===== config.mk =====
export PLATFORM = sky130hd
export DESIGN_NAME = button_hold_progress_classifier
export DESIGN_NICKNAME = d
export VERILOG_FILES = /design/src/sv/bhpc_pkg.sv /design/src/sv/bhpc_div.sv /design/src/sv/button_hold_progress_classifier.sv
export VERILOG_INCLUDE_DIRS = /design/src /design/src/sv
export SDC_FILE = /design/constraint.sdc
export NUM_CORES = 1
export LEC_CHECK = 0
export BUFFER_PORTS_ARGS = -buffer_cell sky130_fd_sc_hd__buf_2
export CAP_MARGIN = 5
export CORE_MARGIN = 3
export CORE_UTILIZATION = 45
export DETAILED_ROUTE_END_ITERATION = 10
export GPL_TIMING_DRIVEN = 0
export PLACE_DENSITY_LB_ADDON = 0.08
export SETUP_SLACK_MARGIN = 0.3
export SLEW_MARGIN = 20
export SYNTH_ARGS = -nofsm -noshare
export SYNTH_HDL_FRONTEND = slang
export SYNTH_HIERARCHICAL = 1
export SYNTH_SLANG_ARGS = --single-unit

===== constraint.sdc =====
create_clock -name i_clk -period 8.73 [get_ports i_clk]
set_input_delay 1.3095 -clock i_clk [delete_from_list [all_inputs] [get_ports i_clk]]
set_output_delay 1.3095 -clock i_clk [all_outputs]
set_load 0.02 [all_outputs]

===== src/sv/button_hold_progress_classifier_assert.svh =====
// assertion macros for the button hold progress classifier
`ifndef BUTTON_HOLD_PROGRESS_CLASSIFIER_ASSERT_SVH
`define BUTTON_HOLD_PROGRESS_CLASSIFIER_ASSERT_SVH

// same-cycle implication
`define BHPC_ASSERT_NOW(label, ante, cons, msg) \
    label: assert property (@(posedge i_clk) disable iff (!i_rst_n) \
        (ante) |-> (cons)) else $error(msg);

// next-cycle implication
`define BHPC_ASSERT_NEXT(label, ante, cons, msg) \
    label: assert property (@(posedge i_clk) disable iff (!i_rst_n) \
        (ante) |=> (cons)) else $error(msg);

`endif


===== src/sv/bhpc_pkg.sv =====
// shared types and constants for the button hold progress classifier
`timescale 1ns / 1ps
`default_nettype none

package bhpc_pkg;

    localparam int TIME_BITS      = 48;
    localparam int REG_W          = 24;
    localparam int DATA_W         = 32;
    localparam int PADDR_W        = 3;
    localparam int PROGRESS_STEPS = 10;
    localparam int FRACTION_BITS  = 10;
    localparam int FRAC_W         = FRACTION_BITS + 1;
    localparam int BKT_W          = 5;
    localparam int EV_W           = 3;
    localparam int STEP_QW        = $clog2(PROGRESS_STEPS);
    localparam int NUM_W          = REG_W + STEP_QW;
    localparam int STEP_CW        = $clog2(FRACTION_BITS);
    localparam int CNT_W          = $clog2(TIME_BITS);

    localparam logic [REG_W-1:0]  DEB_RESET   = REG_W'(70000);
    localparam logic [REG_W-1:0]  LP_RESET    = REG_W'(1000000);
    localparam logic [BKT_W-1:0]  BUCKET_NONE = '1;
    localparam logic [FRAC_W-1:0] FRAC_ONE    = {1'b1, {FRACTION_BITS{1'b0}}};

    typedef enum logic [EV_W-1:0] {
        EV_PROGRESS = 3'd0,
        EV_SHORT    = 3'd1,
        EV_LONG     = 3'd2,
        EV_CANCEL   = 3'd3,
        EV_COMPLETE = 3'd4
    } t_event;

    typedef enum logic [0:0] {
        REG_DEBOUNCE   = 1'b0,
        REG_LONG_PRESS = 1'b1
    } t_reg_idx;

    typedef enum logic [2:0] {
        S_IDLE,
        S_SERIAL,
        S_DECIDE,
        S_DIV,
        S_EMIT
    } t_state;

    typedef struct packed {
        logic                     done;
        logic [STEP_QW-1:0]       bucket;
        logic [FRACTION_BITS-1:0] frac;
    } t_div_res;

endpackage

`default_nettype wire


===== src/sv/bhpc_div.sv =====
// bit-serial restoring divider for hold fraction and progress bucket
`timescale 1ns / 1ps
`default_nettype none

module bhpc_div import bhpc_pkg::*; (
    input  logic             i_clk,
    input  logic             i_rst_n,
    input  logic             i_start,
    input  logic [REG_W-1:0] i_held,
    input  logic [REG_W-1:0] i_lp,
    output t_div_res         o_res
);

    logic                     r_busy;
    logic                     r_phase;
    logic [STEP_CW-1:0]       r_step;
    logic [REG_W-1:0]         r_rem;
    logic [STEP_QW-1:0]       r_num;
    logic [FRACTION_BITS-1:0] r_quo;
    logic [FRACTION_BITS-1:0] r_frac;
    logic [STEP_QW-1:0]       r_bkt;
    logic                     r_done;

    logic                     w_num_bit;
    logic [REG_W:0]           w_rem2;
    logic [REG_W:0]           w_sub;
    logic                     w_ge;
    logic [REG_W-1:0]         w_rem_n;
    logic [FRACTION_BITS-1:0] w_quo_n;
    logic [NUM_W-1:0]         w_n;

    assign w_num_bit = r_phase ? r_num[STEP_QW-1] : 1'b0;
    assign w_rem2    = {r_rem, w_num_bit};
    assign w_sub     = w_rem2 - {1'b0, i_lp};
    assign w_ge      = (w_rem2 >= {1'b0, i_lp});
    assign w_rem_n   = w_ge ? w_sub[REG_W-1:0] : w_rem2[REG_W-1:0];
    assign w_quo_n   = {r_quo[FRACTION_BITS-2:0], w_ge};
    assign w_n       = NUM_W'(i_held) * NUM_W'(PROGRESS_STEPS);

    always_ff @(posedge i_clk) begin
        if (!i_rst_n) begin
            r_busy  <= 1'b0;
            r_phase <= 1'b0;
            r_step  <= '0;
            r_done  <= 1'b0;
        end else begin
            if (i_start) begin
                r_busy  <= 1'b1;
                r_phase <= 1'b0;
                r_step  <= '0;
                r_rem   <= i_held;
                r_num   <= '0;
                r_quo   <= '0;
                r_done  <= 1'b0;
            end else if (r_busy) begin
                r_quo <= w_quo_n;
                if (!r_phase && r_step == STEP_CW'(FRACTION_BITS - 1)) begin
                    // fraction quotient done, switch to the bucket quotient
                    r_frac  <= w_quo_n;
                    r_phase <= 1'b1;
                    r_step  <= '0;
                    r_rem   <= w_n[NUM_W-1:STEP_QW];
                    r_num   <= w_n[STEP_QW-1:0];
                    r_done  <= 1'b0;
                end else begin
                    r_rem  <= w_rem_n;
                    r_num  <= r_num << 1;
                    r_step <= r_step + STEP_CW'(1);
                    if (r_phase && r_step == STEP_CW'(STEP_QW - 1)) begin
                        r_bkt  <= w_quo_n[STEP_QW-1:0];
                        r_busy <= 1'b0;
                        r_done <= 1'b1;
                    end else begin
                        r_done <= 1'b0;
                    end
                end
            end else begin
                r_done <= 1'b0;
            end
        end
    end

    assign o_res.done   = r_done;
    assign o_res.bucket = r_bkt;
    assign o_res.frac   = r_frac;

endmodule

`default_nettype wire


===== src/sv/button_hold_progress_classifier.sv =====
// top level: debounced button hold classifier with progress reporting
// Usage:
//   Input channel (i_in_valid / o_in_ready) takes one poll beat: raw level and
//   a 48-bit microsecond timestamp. Output channel (o_out_valid / i_out_ready)
//   gives zero to three result beats per poll, o_last_of_run on the final one.
//   An APB-style port sets the debounce time (0x0) and long press time (0x4).
// Timing:
//   A poll is accepted only while the block is idle. Both timestamp
//   differences and their compares run bit-serially, one bit a cycle, before
//   a decision state. A hold still short of the long press time then goes
//   through a one-bit-a-cycle divider: 10 fraction bits and 4 bucket bits.
//   Result beats leave one at a time, each once the output register is free.
//   The last result sits in an output register while the next poll is taken.
// Reset:
//   Synchronous, active low: registers return to 70000 us and 1000000 us,
//   button is released and no hold is tracked.
// Stall:
//   When the receiver holds i_out_ready low, the pending results wait and no
//   new poll is accepted until all but the last of them have left.
`timescale 1ns / 1ps
`default_nettype none

module button_hold_progress_classifier import bhpc_pkg::*; (
    input  logic                 i_clk,
    input  logic                 i_rst_n,
    input  logic                 i_in_valid,
    output logic                 o_in_ready,
    input  logic                 i_pressed_raw,
    input  logic [TIME_BITS-1:0] i_time_now,
    output logic                 o_out_valid,
    input  logic                 i_out_ready,
    output logic [EV_W-1:0]      o_event_kind,
    output logic [FRAC_W-1:0]    o_hold_fraction,
    output logic                 o_last_of_run,
    input  logic                 psel,
    input  logic                 penable,
    input  logic                 pwrite,
    input  logic [PADDR_W-1:0]   paddr,
    input  logic [DATA_W-1:0]    pwdata,
    output logic [DATA_W-1:0]    prdata,
    output logic                 pready
);

    t_state                r_state;
    t_state                n_state;

    logic [REG_W-1:0]      r_debounce;
    logic [REG_W-1:0]      r_long_press;
    logic [REG_W-1:0]      w_lp_eff;
    t_reg_idx              w_reg_idx;

    logic                  r_raw_prev;
    logic                  r_changed;
    logic                  r_stable;
    logic                  r_long_done;
    logic [BKT_W-1:0]      r_bucket;
    logic [TIME_BITS-1:0]  r_chg;
    logic [TIME_BITS-1:0]  r_press;
    logic [TIME_BITS-1:0]  r_now_sh;
    logic [REG_W-1:0]      r_deb_sh;
    logic [REG_W-1:0]      r_lp_sh;
    logic [REG_W-1:0]      r_held;
    logic [CNT_W-1:0]      r_cnt;
    logic                  r_bw1;
    logic                  r_bw2;
    logic                  r_lt1;
    logic                  r_lt2;

    t_event                r_q0;
    t_event                r_q1;
    t_event                r_q2;
    logic [1:0]            r_q_n;
    logic [FRAC_W-1:0]     r_frac;

    logic                  r_out_valid;
    t_event                r_out_kind;
    logic [FRAC_W-1:0]     r_out_frac;
    logic                  r_out_last;

    logic                  w_accept;
    logic                  w_shift;
    logic                  w_edge;
    logic                  w_hold;
    logic                  w_held_ge;
    logic                  w_bkt_new;
    logic                  w_do_press;
    logic                  w_do_release;
    logic                  w_do_long;
    logic                  w_bucket_upd;
    logic                  w_div_start;
    logic                  w_emit;
    logic                  w_load_q;
    t_event                w_q0;
    t_event                w_q1;
    t_event                w_q2;
    logic [1:0]            w_q_n;
    logic [FRAC_W-1:0]     w_frac;
    t_div_res              w_div;

    logic                  w_now_b;
    logic                  w_chg_b;
    logic                  w_press_b;
    logic                  w_d1;
    logic                  w_d2;

    // configuration port
    assign pready    = 1'b1;
    assign w_reg_idx = t_reg_idx'(paddr[PADDR_W-1:2]);
    assign w_lp_eff  = (r_long_press == '0) ? REG_W'(1) : r_long_press;

    always_ff @(posedge i_clk) begin
        if (!i_rst_n) begin
            r_debounce   <= DEB_RESET;
            r_long_press <= LP_RESET;
        end else if (psel && penable && pwrite && pready) begin
            case (w_reg_idx)
                REG_DEBOUNCE:   r_debounce   <= pwdata[REG_W-1:0];
                REG_LONG_PRESS: r_long_press <= pwdata[REG_W-1:0];
                default: ;
            endcase
        end
    end

    always_comb begin
        case (w_reg_idx)
            REG_DEBOUNCE:   prdata = DATA_W'(r_debounce);
            REG_LONG_PRESS: prdata = DATA_W'(r_long_press);
            default:        prdata = '0;
        endcase
    end

    // bit-serial subtract and compare, lsb first
    assign w_now_b   = r_now_sh[0];
    assign w_chg_b   = r_changed ? w_now_b : r_chg[0];
    assign w_press_b = r_press[0];
    assign w_d1      = w_now_b ^ w_chg_b ^ r_bw1;
    assign w_d2      = w_now_b ^ w_press_b ^ r_bw2;

    // decision terms
    assign w_edge    = (r_stable != r_raw_prev);
    assign w_hold    = r_stable && !r_long_done;
    assign w_held_ge = !r_lt2;
    assign w_bkt_new = (BKT_W'(w_div.bucket) != r_bucket);

    bhpc_div u_div (
        .i_clk   (i_clk),
        .i_rst_n (i_rst_n),
        .i_start (w_div_start),
        .i_held  (r_held),
        .i_lp    (w_lp_eff),
        .o_res   (w_div)
    );

    // next state
    always_comb begin
        n_state = r_state;
        case (r_state)
            S_IDLE: begin
                if (w_accept) n_state = S_SERIAL;
            end
            S_SERIAL: begin
                if (r_cnt == CNT_W'(TIME_BITS - 1)) n_state = S_DECIDE;
            end
            S_DECIDE: begin
                if (r_lt1) n_state = S_IDLE;
                else if (w_edge) n_state = S_EMIT;
                else if (w_hold) n_state = w_held_ge ? S_EMIT : S_DIV;
                else n_state = S_IDLE;
            end
            S_DIV: begin
                if (w_div.done) n_state = w_bkt_new ? S_EMIT : S_IDLE;
            end
            S_EMIT: begin
                if (w_emit && r_q_n == 2'd1) n_state = S_IDLE;
            end
            default: n_state = S_IDLE;
        endcase
    end

    // control outputs
    always_comb begin
        o_in_ready   = 1'b0;
        w_shift      = 1'b0;
        w_do_press   = 1'b0;
        w_do_release = 1'b0;
        w_do_long    = 1'b0;
        w_bucket_upd = 1'b0;
        w_div_start  = 1'b0;
        w_emit       = 1'b0;
        w_load_q     = 1'b0;
        w_q0         = EV_PROGRESS;
        w_q1         = EV_CANCEL;
        w_q2         = EV_COMPLETE;
        w_q_n        = 2'd1;
        w_frac       = '0;
        case (r_state)
            S_IDLE: begin
                o_in_ready = 1'b1;
            end
            S_SERIAL: begin
                w_shift = 1'b1;
            end
            S_DECIDE: begin
                if (!r_lt1) begin
                    if (w_edge) begin
                        w_load_q = 1'b1;
                        if (r_raw_prev) begin
                            w_do_press = 1'b1;
                        end else begin
                            w_do_release = 1'b1;
                            if (r_long_done) begin
                                w_q0 = EV_CANCEL;
                            end else begin
                                w_q0  = EV_SHORT;
                                w_q_n = 2'd2;
                            end
                        end
                    end else if (w_hold) begin
                        if (w_held_ge) begin
                            w_do_long = 1'b1;
                            w_load_q  = 1'b1;
                            w_q1      = EV_LONG;
                            w_q_n     = 2'd3;
                            w_frac    = FRAC_ONE;
                        end else begin
                            w_div_start = 1'b1;
                        end
                    end
                end
            end
            S_DIV: begin
                if (w_div.done && w_bkt_new) begin
                    w_bucket_upd = 1'b1;
                    w_load_q     = 1'b1;
                    w_frac       = FRAC_W'(w_div.frac);
                end
            end
            S_EMIT: begin
                w_emit = !r_out_valid || i_out_ready;
            end
            default: ;
        endcase
    end

    assign w_accept = i_in_valid && o_in_ready;

    always_ff @(posedge i_clk) begin
        if (!i_rst_n) begin
            r_state <= S_IDLE;
        end else begin
            r_state <= n_state;
        end
    end

    // button state and serial datapath
    always_ff @(posedge i_clk) begin
        if (!i_rst_n) begin
            r_raw_prev  <= 1'b0;
            r_changed   <= 1'b0;
            r_stable    <= 1'b0;
            r_long_done <= 1'b0;
            r_bucket    <= BUCKET_NONE;
            r_chg       <= '0;
            r_press     <= '0;
            r_cnt       <= '0;
            r_bw1       <= 1'b0;
            r_bw2       <= 1'b0;
            r_lt1       <= 1'b0;
            r_lt2       <= 1'b0;
        end else begin
            if (w_accept) begin
                r_raw_prev <= i_pressed_raw;
                r_changed  <= (i_pressed_raw != r_raw_prev);
                r_now_sh   <= i_time_now;
                r_deb_sh   <= r_debounce;
                r_lp_sh    <= w_lp_eff;
                r_cnt      <= '0;
                r_bw1      <= 1'b0;
                r_bw2      <= 1'b0;
                r_lt1      <= 1'b0;
                r_lt2      <= 1'b0;
            end
            if (w_shift) begin
                r_now_sh <= {w_now_b, r_now_sh[TIME_BITS-1:1]};
                r_chg    <= {w_chg_b, r_chg[TIME_BITS-1:1]};
                r_press  <= {w_press_b, r_press[TIME_BITS-1:1]};
                r_deb_sh <= {1'b0, r_deb_sh[REG_W-1:1]};
                r_lp_sh  <= {1'b0, r_lp_sh[REG_W-1:1]};
                r_bw1    <= (!w_now_b && w_chg_b) || (!(w_now_b ^ w_chg_b) && r_bw1);
                r_bw2    <= (!w_now_b && w_press_b) || (!(w_now_b ^ w_press_b) && r_bw2);
                if (w_d1 != r_deb_sh[0]) r_lt1 <= r_deb_sh[0];
                if (w_d2 != r_lp_sh[0])  r_lt2 <= r_lp_sh[0];
                if (r_cnt < CNT_W'(REG_W)) r_held <= {w_d2, r_held[REG_W-1:1]};
                r_cnt <= r_cnt + CNT_W'(1);
            end
            if (w_do_press) begin
                r_stable    <= 1'b1;
                r_press     <= r_now_sh;
                r_long_done <= 1'b0;
                r_bucket    <= '0;
            end
            if (w_do_release) begin
                r_stable <= 1'b0;
                r_bucket <= BUCKET_NONE;
            end
            if (w_do_long) begin
                r_long_done <= 1'b1;
                r_bucket    <= BUCKET_NONE;
            end
            if (w_bucket_upd) begin
                r_bucket <= BKT_W'(w_div.bucket);
            end
        end
    end

    // pending result queue
    always_ff @(posedge i_clk) begin
        if (!i_rst_n) begin
            r_q_n <= '0;
        end else if (w_load_q) begin
            r_q0   <= w_q0;
            r_q1   <= w_q1;
            r_q2   <= w_q2;
            r_q_n  <= w_q_n;
            r_frac <= w_frac;
        end else if (w_emit) begin
            r_q0   <= r_q1;
            r_q1   <= r_q2;
            r_q_n  <= r_q_n - 2'd1;
            r_frac <= '0;
        end
    end

    // output register
    always_ff @(posedge i_clk) begin
        if (!i_rst_n) begin
            r_out_valid <= 1'b0;
        end else if (w_emit) begin
            r_out_valid <= 1'b1;
            r_out_kind  <= r_q0;
            r_out_frac  <= r_frac;
            r_out_last  <= (r_q_n == 2'd1);
        end else if (i_out_ready) begin
            r_out_valid <= 1'b0;
        end
    end

    assign o_out_valid     = r_out_valid;
    assign o_event_kind    = r_out_kind;
    assign o_hold_fraction = r_out_frac;
    assign o_last_of_run   = r_out_last;

`include "button_hold_progress_classifier_assert.svh"

    `BHPC_ASSERT_NEXT(a_accept_starts_serial, w_accept, r_state == S_SERIAL,
        "accepted beat did not start the serial pass")
    `BHPC_ASSERT_NOW(a_long_done_clears_bucket, r_long_done, r_bucket == BUCKET_NONE,
        "bucket still tracked after long press")
    `BHPC_ASSERT_NOW(a_frac_only_progress,
        o_out_valid && o_event_kind != EV_PROGRESS, o_hold_fraction == '0,
        "fraction set on a non-progress beat")
    `BHPC_ASSERT_NOW(a_div_done_in_div, w_div.done, r_state == S_DIV,
        "divider finished outside the divide state")

endmodule

`default_nettype wire

Yosys cells after proc, flatten, opt, wreduce, memory -nomap -nowiden
Cells that the tools add are included.
{"block": "totals", "ff_bits": 379, "in_bits": 91, "output_inout_bits": 50, "word_cells": 226}
{"block": "classes", "add_sub_neg": 4, "n_mul": 1, "magnitude_cmp": 2, "n_eq_ne": 17, "mux": 111, "n_bitwise": 9, "reduce_logical": 44}
{"operator": "$mux W48", "count": 4}
{"operator": "$mux W24", "count": 7}
{"operator": "$mux W11", "count": 6}
{"operator": "$pmux W32 S2", "count": 1}
{"operator": "$mux W1", "count": 50}
{"operator": "$mux W23", "count": 2}
{"operator": "$mux W3", "count": 13}
{"operator": "$mux W2", "count": 14}
{"operator": "$mul A24 B3 Y27 const B", "count": 1}
{"operator": "$ge A25 B24 Y1", "count": 1}
{"operator": "$logic_not A24 Y1", "count": 1}
{"operator": "$sub A24 B24 Y24", "count": 1}
{"operator": "$pmux W11 S2", "count": 1}
{"operator": "$mux W5", "count": 4}
{"operator": "$pmux W3 S5", "count": 1}
{"operator": "$reduce_and A2 Y1", "count": 7}
{"operator": "$logic_and A1 B1 Y1", "count": 12}
{"operator": "$mux W4", "count": 3}
{"operator": "$mux W6", "count": 2}
{"operator": "$reduce_bool A2 Y1", "count": 6}
{"operator": "$mux W10", "count": 1}
{"operator": "$mux W9", "count": 1}
{"operator": "$reduce_and A4 Y1", "count": 2}
{"operator": "$add A6 B1 Y6 const B", "count": 1}
{"operator": "other kinds (25)", "count": 46}

Logic depth before layout (Yosys ltp)
{"block": "logic_depth", "ltp_word": 8, "mapped_depth": 15, "depth_no_buf": 14}

By module
The synthesis kept the hierarchy.
{"mod": "button_hold_progress_classifier", "n_inst": 1, "cells_each": 1332, "area_per_inst_um2": 12841.1, "seq_area_each_um2": 7947.6}
{"mod": "bhpc_div", "n_inst": 1, "cells_each": 588, "area_per_inst_um2": 5280.1, "seq_area_each_um2": 1641.6}

Worst setup path after synthesis
OpenSTA, ideal clock, no wires.
{"block": "synth_path", "path_kind": "input -> register", "from": "input port i_rst_n", "to": "register r_deb_sh[0] (enable)", "setup_ns": 0.552, "arrival_time_ns": 5.880, "path_slack_ns": 2.298, "stages": 4, "path_cell_list": "clkbuf_1 inv_2 clkbuf_1 nor2_1"}
{"block": "synth_via", "elab_chain_cells": 1}
{"item": "start: declaration", "line": "button_hold_progress_classifier.sv:25", "rtl": "input logic i_rst_n,"}
{"item": "$reduce_and A2 Y1 (no source line)"}
{"item": "end signal: assignment", "line": "button_hold_progress_classifier.sv:275", "rtl": "r_deb_sh <= r_debounce;"}
{"item": "end signal: assignment", "line": "button_hold_progress_classifier.sv:287", "rtl": "r_deb_sh <= {1'b0, r_deb_sh[REG_W-1:1]};"}
{"item": "end: declaration", "line": "button_hold_progress_classifier.sv:60", "rtl": "logic [REG_W-1:0] r_deb_sh;"}
Every way passes these cells.
A chain may end at the register's enable or synchronous reset.

Final worst setup path
{"block": "layout_path", "from": "register r_long_press[17]", "to": "register u_div.r_rem[16], data pin"}
{"block": "layout_via", "elab_chain_cells": 7}
{"item": "start: declaration", "line": "button_hold_progress_classifier.sv:48", "rtl": "logic [REG_W-1:0] r_long_press;"}
{"item": "start signal: assignment", "line": "button_hold_progress_classifier.sv:118", "rtl": "REG_LONG_PRESS: r_long_press <= pwdata[REG_W-1:0];"}
{"item": "$logic_not A24 Y1 (*)", "line": "button_hold_progress_classifier.sv:109", "rtl": "assign w_lp_eff = (r_long_press == '0) ? REG_W'(1) : r_long_press;"}
{"item": "$mux W24 (*)", "line": "button_hold_progress_classifier.sv:109"}
{"item": "named net w_lp_eff[0]", "line": "button_hold_progress_classifier.sv:49", "rtl": "logic [REG_W-1:0] w_lp_eff;"}
{"item": "$sub A24 B24 Y24 / $ge A25 B24 Y1 (equally long branches)", "line": "bhpc_div.sv:34, bhpc_div.sv:35"}
{"item": "$mux W24 (*)", "line": "bhpc_div.sv:36", "rtl": "assign w_rem_n = w_ge ? w_sub[REG_W-1:0] : w_rem2[REG_W-1:0];"}
{"item": "$mux W24 (*)", "line": "bhpc_div.sv:57", "rtl": "if (!r_phase && r_step == STEP_CW'(FRACTION_BITS - 1)) begin"}
{"item": "$mux W24 (*)", "line": "bhpc_div.sv:55", "rtl": "end else if (r_busy) begin"}
{"item": "$mux W24 (*)", "line": "bhpc_div.sv:47", "rtl": "if (i_start) begin"}
{"item": "end signal: assignment", "line": "bhpc_div.sv:51", "rtl": "r_rem <= i_held;"}
{"item": "end signal: assignment", "line": "bhpc_div.sv:62", "rtl": "r_rem <= w_n[NUM_W-1:STEP_QW];"}
{"item": "end signal: assignment", "line": "bhpc_div.sv:66", "rtl": "r_rem <= w_rem_n;"}
{"item": "end: declaration", "line": "bhpc_div.sv:17", "rtl": "logic [REG_W-1:0] r_rem;"}
The timed path passes the listed nets; every way through them passes the cells marked *. The select of a mux whose other input is x is not followed.

==> results by group <==
Run status
  • Status: complete, no violations

Drt
  • DRC: 0
  • Vias per cell: 5.358
  • 1st-iter DRT viols: 964
  • Routed vias: 14214
  • WL final: 44980 µm
  • DR WL/cell: 16.96 µm
  • Final ANT Viol Nets: 0
  • Detailed Routing Iterations Pass 1: 5

Worst setup path
  • CP Buf/Inv Count: 1
  • CP max stage cell: fa_1
  • Crit Path Category: reg -> reg
  • CP required: 9040 ps
  • Worst Reg-to-Reg Cells: 14
  • Worst Setup EP: u_div/r_rem[16]
  • Crit path depth: 14
  • Crit path launch: r_long_press[17]
  • R2R setup slack: 4650 ps
  • CP delay by family, top: compound AO/OA/AOI/OAI gates
  • Crit path arrival time: 4390 ps
  • Worst reg2reg path endpoint: u_div/r_rem[16]
  • Crit-path cells: nor4_1 -> nand4_1 -> o21bai_1 -> ha_1 -> inv_1 -> fa_1 -> a211oi_1 -> o21ai_1 -> o2111ai_1 -> a211oi_1 -> a311o_1 -> xnor2_1 -> o211ai_2 -> o221a_2
  • CP Capture Type: flop
  • CP Max Fanout: 5
  • R2r startpoint: r_long_press[17]
  • Max incr delay on CP: 420 ps
  • Most used cell along the critical path: a211oi_1
  • Crit start category: flop

Logic synthesis
  • Post-synthesis cell area: 0.01812 mm²
  • Cell taking the most area after synthesis: edfxtp_1
  • Sequential area share after synthesis: 0.5292
  • YS warnings: 6
  • Top post-synthesis cells by count: nand2_1, edfxtp_1, a21oi_1
  • Count leader, synth: nand2_1
  • Yosys reg bits: 378
  • Share of flip-flops with an asynchronous set or reset: 0
  • Yosys cell types: 85
  • Top cell type's share of synthesized area: 0.3347
  • Syn Inst Count: 1920
  • Top_reg_cell synth: edfxtp_1
  • Post-synth EDFFs: 202
  • Avg Inst Size Synth: 9.438 µm²
  • Top post-synthesis cells by area: edfxtp_1, dfxtp_1, nand2_1

Clock tree
  • CTS buffer count: 43
  • Clk buf depth: 3
  • CTS tree: built
  • PostCTS Resize Cnt: 0
  • Post-CTS Hold Buffers: 0
  • Clk slew on worst S/H paths: 60 ps
  • Clock root buffer: clkbuf_16
  • H-tree Lvls: 2
  • Post-CTS Setup Inserts: 0
  • Num Clock Sinks: 378
  • Clock Latency Late Sink: 570 ps

Pwr
  • Clock power share: 0.399
  • Logic gate share of total power: 0.132
  • Seq pwr share: 0.469
  • Max IR drop VDD: 0.1268 mV
  • Internal power: 0.003182 W
  • Static leakage: 8.145 nW
  • Sw frac: 0.2662
  • Switching Power: 0.001154 W
  • Pwr Density: 207.3 mW/mm²

Cells and area
  • N_diodes: 0
  • Number of nets in the layout: 2270
  • Post-layout instance area: 0.02092 mm²
  • Layout cell share with drive strength beyond 1: 0.1321
  • Area grow syn2layout: 15.44%

Place
  • Setup slack at placement: 4168 ps
  • Area post-placement: 0.01957 mm²
  • Buffers on Ports: 120
  • DP HPWL: 32790 µm
  • GPL Wtd Cong: 0.8684

Timing
  • Post-layout minimum cycle time: 4085 ps
  • Fmax: 0.2448 GHz
  • Slew headroom: 0.4624
  • RSZ-0062 raised after global routing: false
  • Clk_skew: 23.91 ps
  • Final period utilization: 0.4679
  • Endpoints failing setup: 0
  • Final setup margin: 4645 ps
  • Worst-margin pin slew: 806.4 ps
  • Sum of negative setup slack: 0 ps
  • Fin. Hold Viols: 0
  • Final max-slew violation count: 0

Floorplanning
  • Core ar.: 0.03919 mm²
  • Io pins: 141
  • Die area: 0.04271 mm²
  • Die Wd: 206.7 µm
  • Starting density of the core: 0.4624
  • # rows: 72
  • Die height: 206.7 µm

Global route
  • Initial antenna violation count: 0
  • Largest net degree at the start of global routing: 28
  • Total congestion overflow: 0
  • Vias in the first global route: 13810
  • First-pass GRT wire length: 72320 µm
  • Gr usage total: 0.2119

Run
  • Max_cap viols: 0

Hold path
  • Hold WC Path Type: reg -> reg
[cell families after synthesis]
kind of cell             synth area share
AND/OR/NAND/NOR                    0.1839
AO/OA/AOI/OAI                      0.1408
flip-flops                         0.5292
buffers and inverters             0.04709
adder cells (fa/ha/maj)           0.05551
XOR/XNOR                          0.02030
multiplexers                      0.02285
other                           0.0004144
[sequential cells by signal (all words and copies together) (netlist names), 5 cells and up]
signal / cells
o_hold_fraction: 11
r_bucket: 5
r_chg: 48
r_cnt: 6
r_deb_sh: 24
r_debounce: 24
r_frac: 11
r_held: 24
r_long_press: 24
r_lp_sh: 24
r_now_sh: 48
r_press: 48
u_div/r_frac: 10
u_div/r_quo: 9
u_div/r_rem: 24
[layer usage]
layer	up-vias	track usage	wire length, µm
met2	309	0.3491	21090
li1	7035	-	-
met4	0	0.05188	920
met5	-	0	0
met3	57	0.03811	2148
met1	6813	0.2920	20830
[cell type report]
class	instances	area (µm²)
clock inverter	18	132.6
fill	3643	18270
inverter	50	190.2
timing repair buffer	129	749.5
buffer	142	663.1
sequential	378	9589
tap	518	648.1
multi-input combinational	1357	7731
clock buffer	61	1215
[worst register-to-register path: cells and delay by family, from the launching register on]
family,cells,cell delay (ps)
adder cells (fa/ha/maj),2,660
flip-flops,1,380
AND/OR/NAND/NOR,2,560
AO/OA/AOI/OAI,8,1930
buffers and inverters,1,60
XOR/XNOR,1,220
[cells in the final DEF, fill, tap and decap left out, types with 20 or more instances in the layout]
| master | Yosys | routed |
|---|---|---|
| a22oi_1 | 49 | 49 |
| nor3_1 | 22 | 21 |
| a21oi_1 | 197 | 196 |
| nand2_1 | 580 | 580 |
| inv_1 | 47 | 47 |
| mux2_2 | 27 | 27 |
| and2_1 | 20 | 20 |
| dfxtp_1 | 176 | 176 |
| xnor2_1 | 20 | 20 |
| nand3_1 | 26 | 26 |
| ha_1 | 74 | 74 |
| clkbuf_16 | 0 | 44 |
| buf_2 | 22 | 145 |
| edfxtp_1 | 202 | 202 |
| xor2_1 | 22 | 22 |
| o21ai_0 | 37 | 37 |
| clkbuf_1 | 97 | 109 |
| nor2_1 | 57 | 55 |
[stage by stage]
| stage | hold slack [ps] | power (W) | std cells | util |
|---|---|---|---|---|
| final | 417.3 | 0.004337 | 2653 | 0.5338 |
| after global routing | 425.8 | 0.004540 | 2653 | 0.5338 |
| after CTS | 419.3 | 0.004391 | 2653 | 0.5338 |
| after detailed placement | 406.2 | 0.002646 | 2574 | 0.4994 |
| after global placement | 404.8 | 0.002632 | 2565 | 0.4950 |
| after floorplan | 400.3 | 0.002455 | 1927 | - |
[how the worst min path moves through the flow]
stage / start / endpoint / slack [ps] / cells past startpoint
after global routing: r_frac[3] / o_hold_fraction[3] / 430 / 0
after global placement: r_frac[5] / o_hold_fraction[5] / 400 / 0
final: r_frac[4] / o_hold_fraction[4] / 420 / 0
after floorplan: r_q0[0] / o_event_kind[0] / 400 / 0
after detailed placement: r_frac[4] / o_hold_fraction[4] / 410 / 0
after CTS: r_frac[10] / o_hold_fraction[10] / 420 / 0
[power by group through the flow]
| stage | logic [W] | registers (W) | clock network [W] |
|---|---|---|---|
| after CTS | 0.000576 | 0.00203 | 0.00178 |
| after floorplan | 0.000395 | 0.00206 | 0 |
| after global routing | 0.000645 | 0.00204 | 0.00185 |
| after global placement | 0.000547 | 0.00209 | 0 |
| final | 0.000572 | 0.00203 | 0.00173 |
| after detailed placement | 0.000574 | 0.00207 | 0 |
Note: power is estimated with default switching activity, not from simulation.
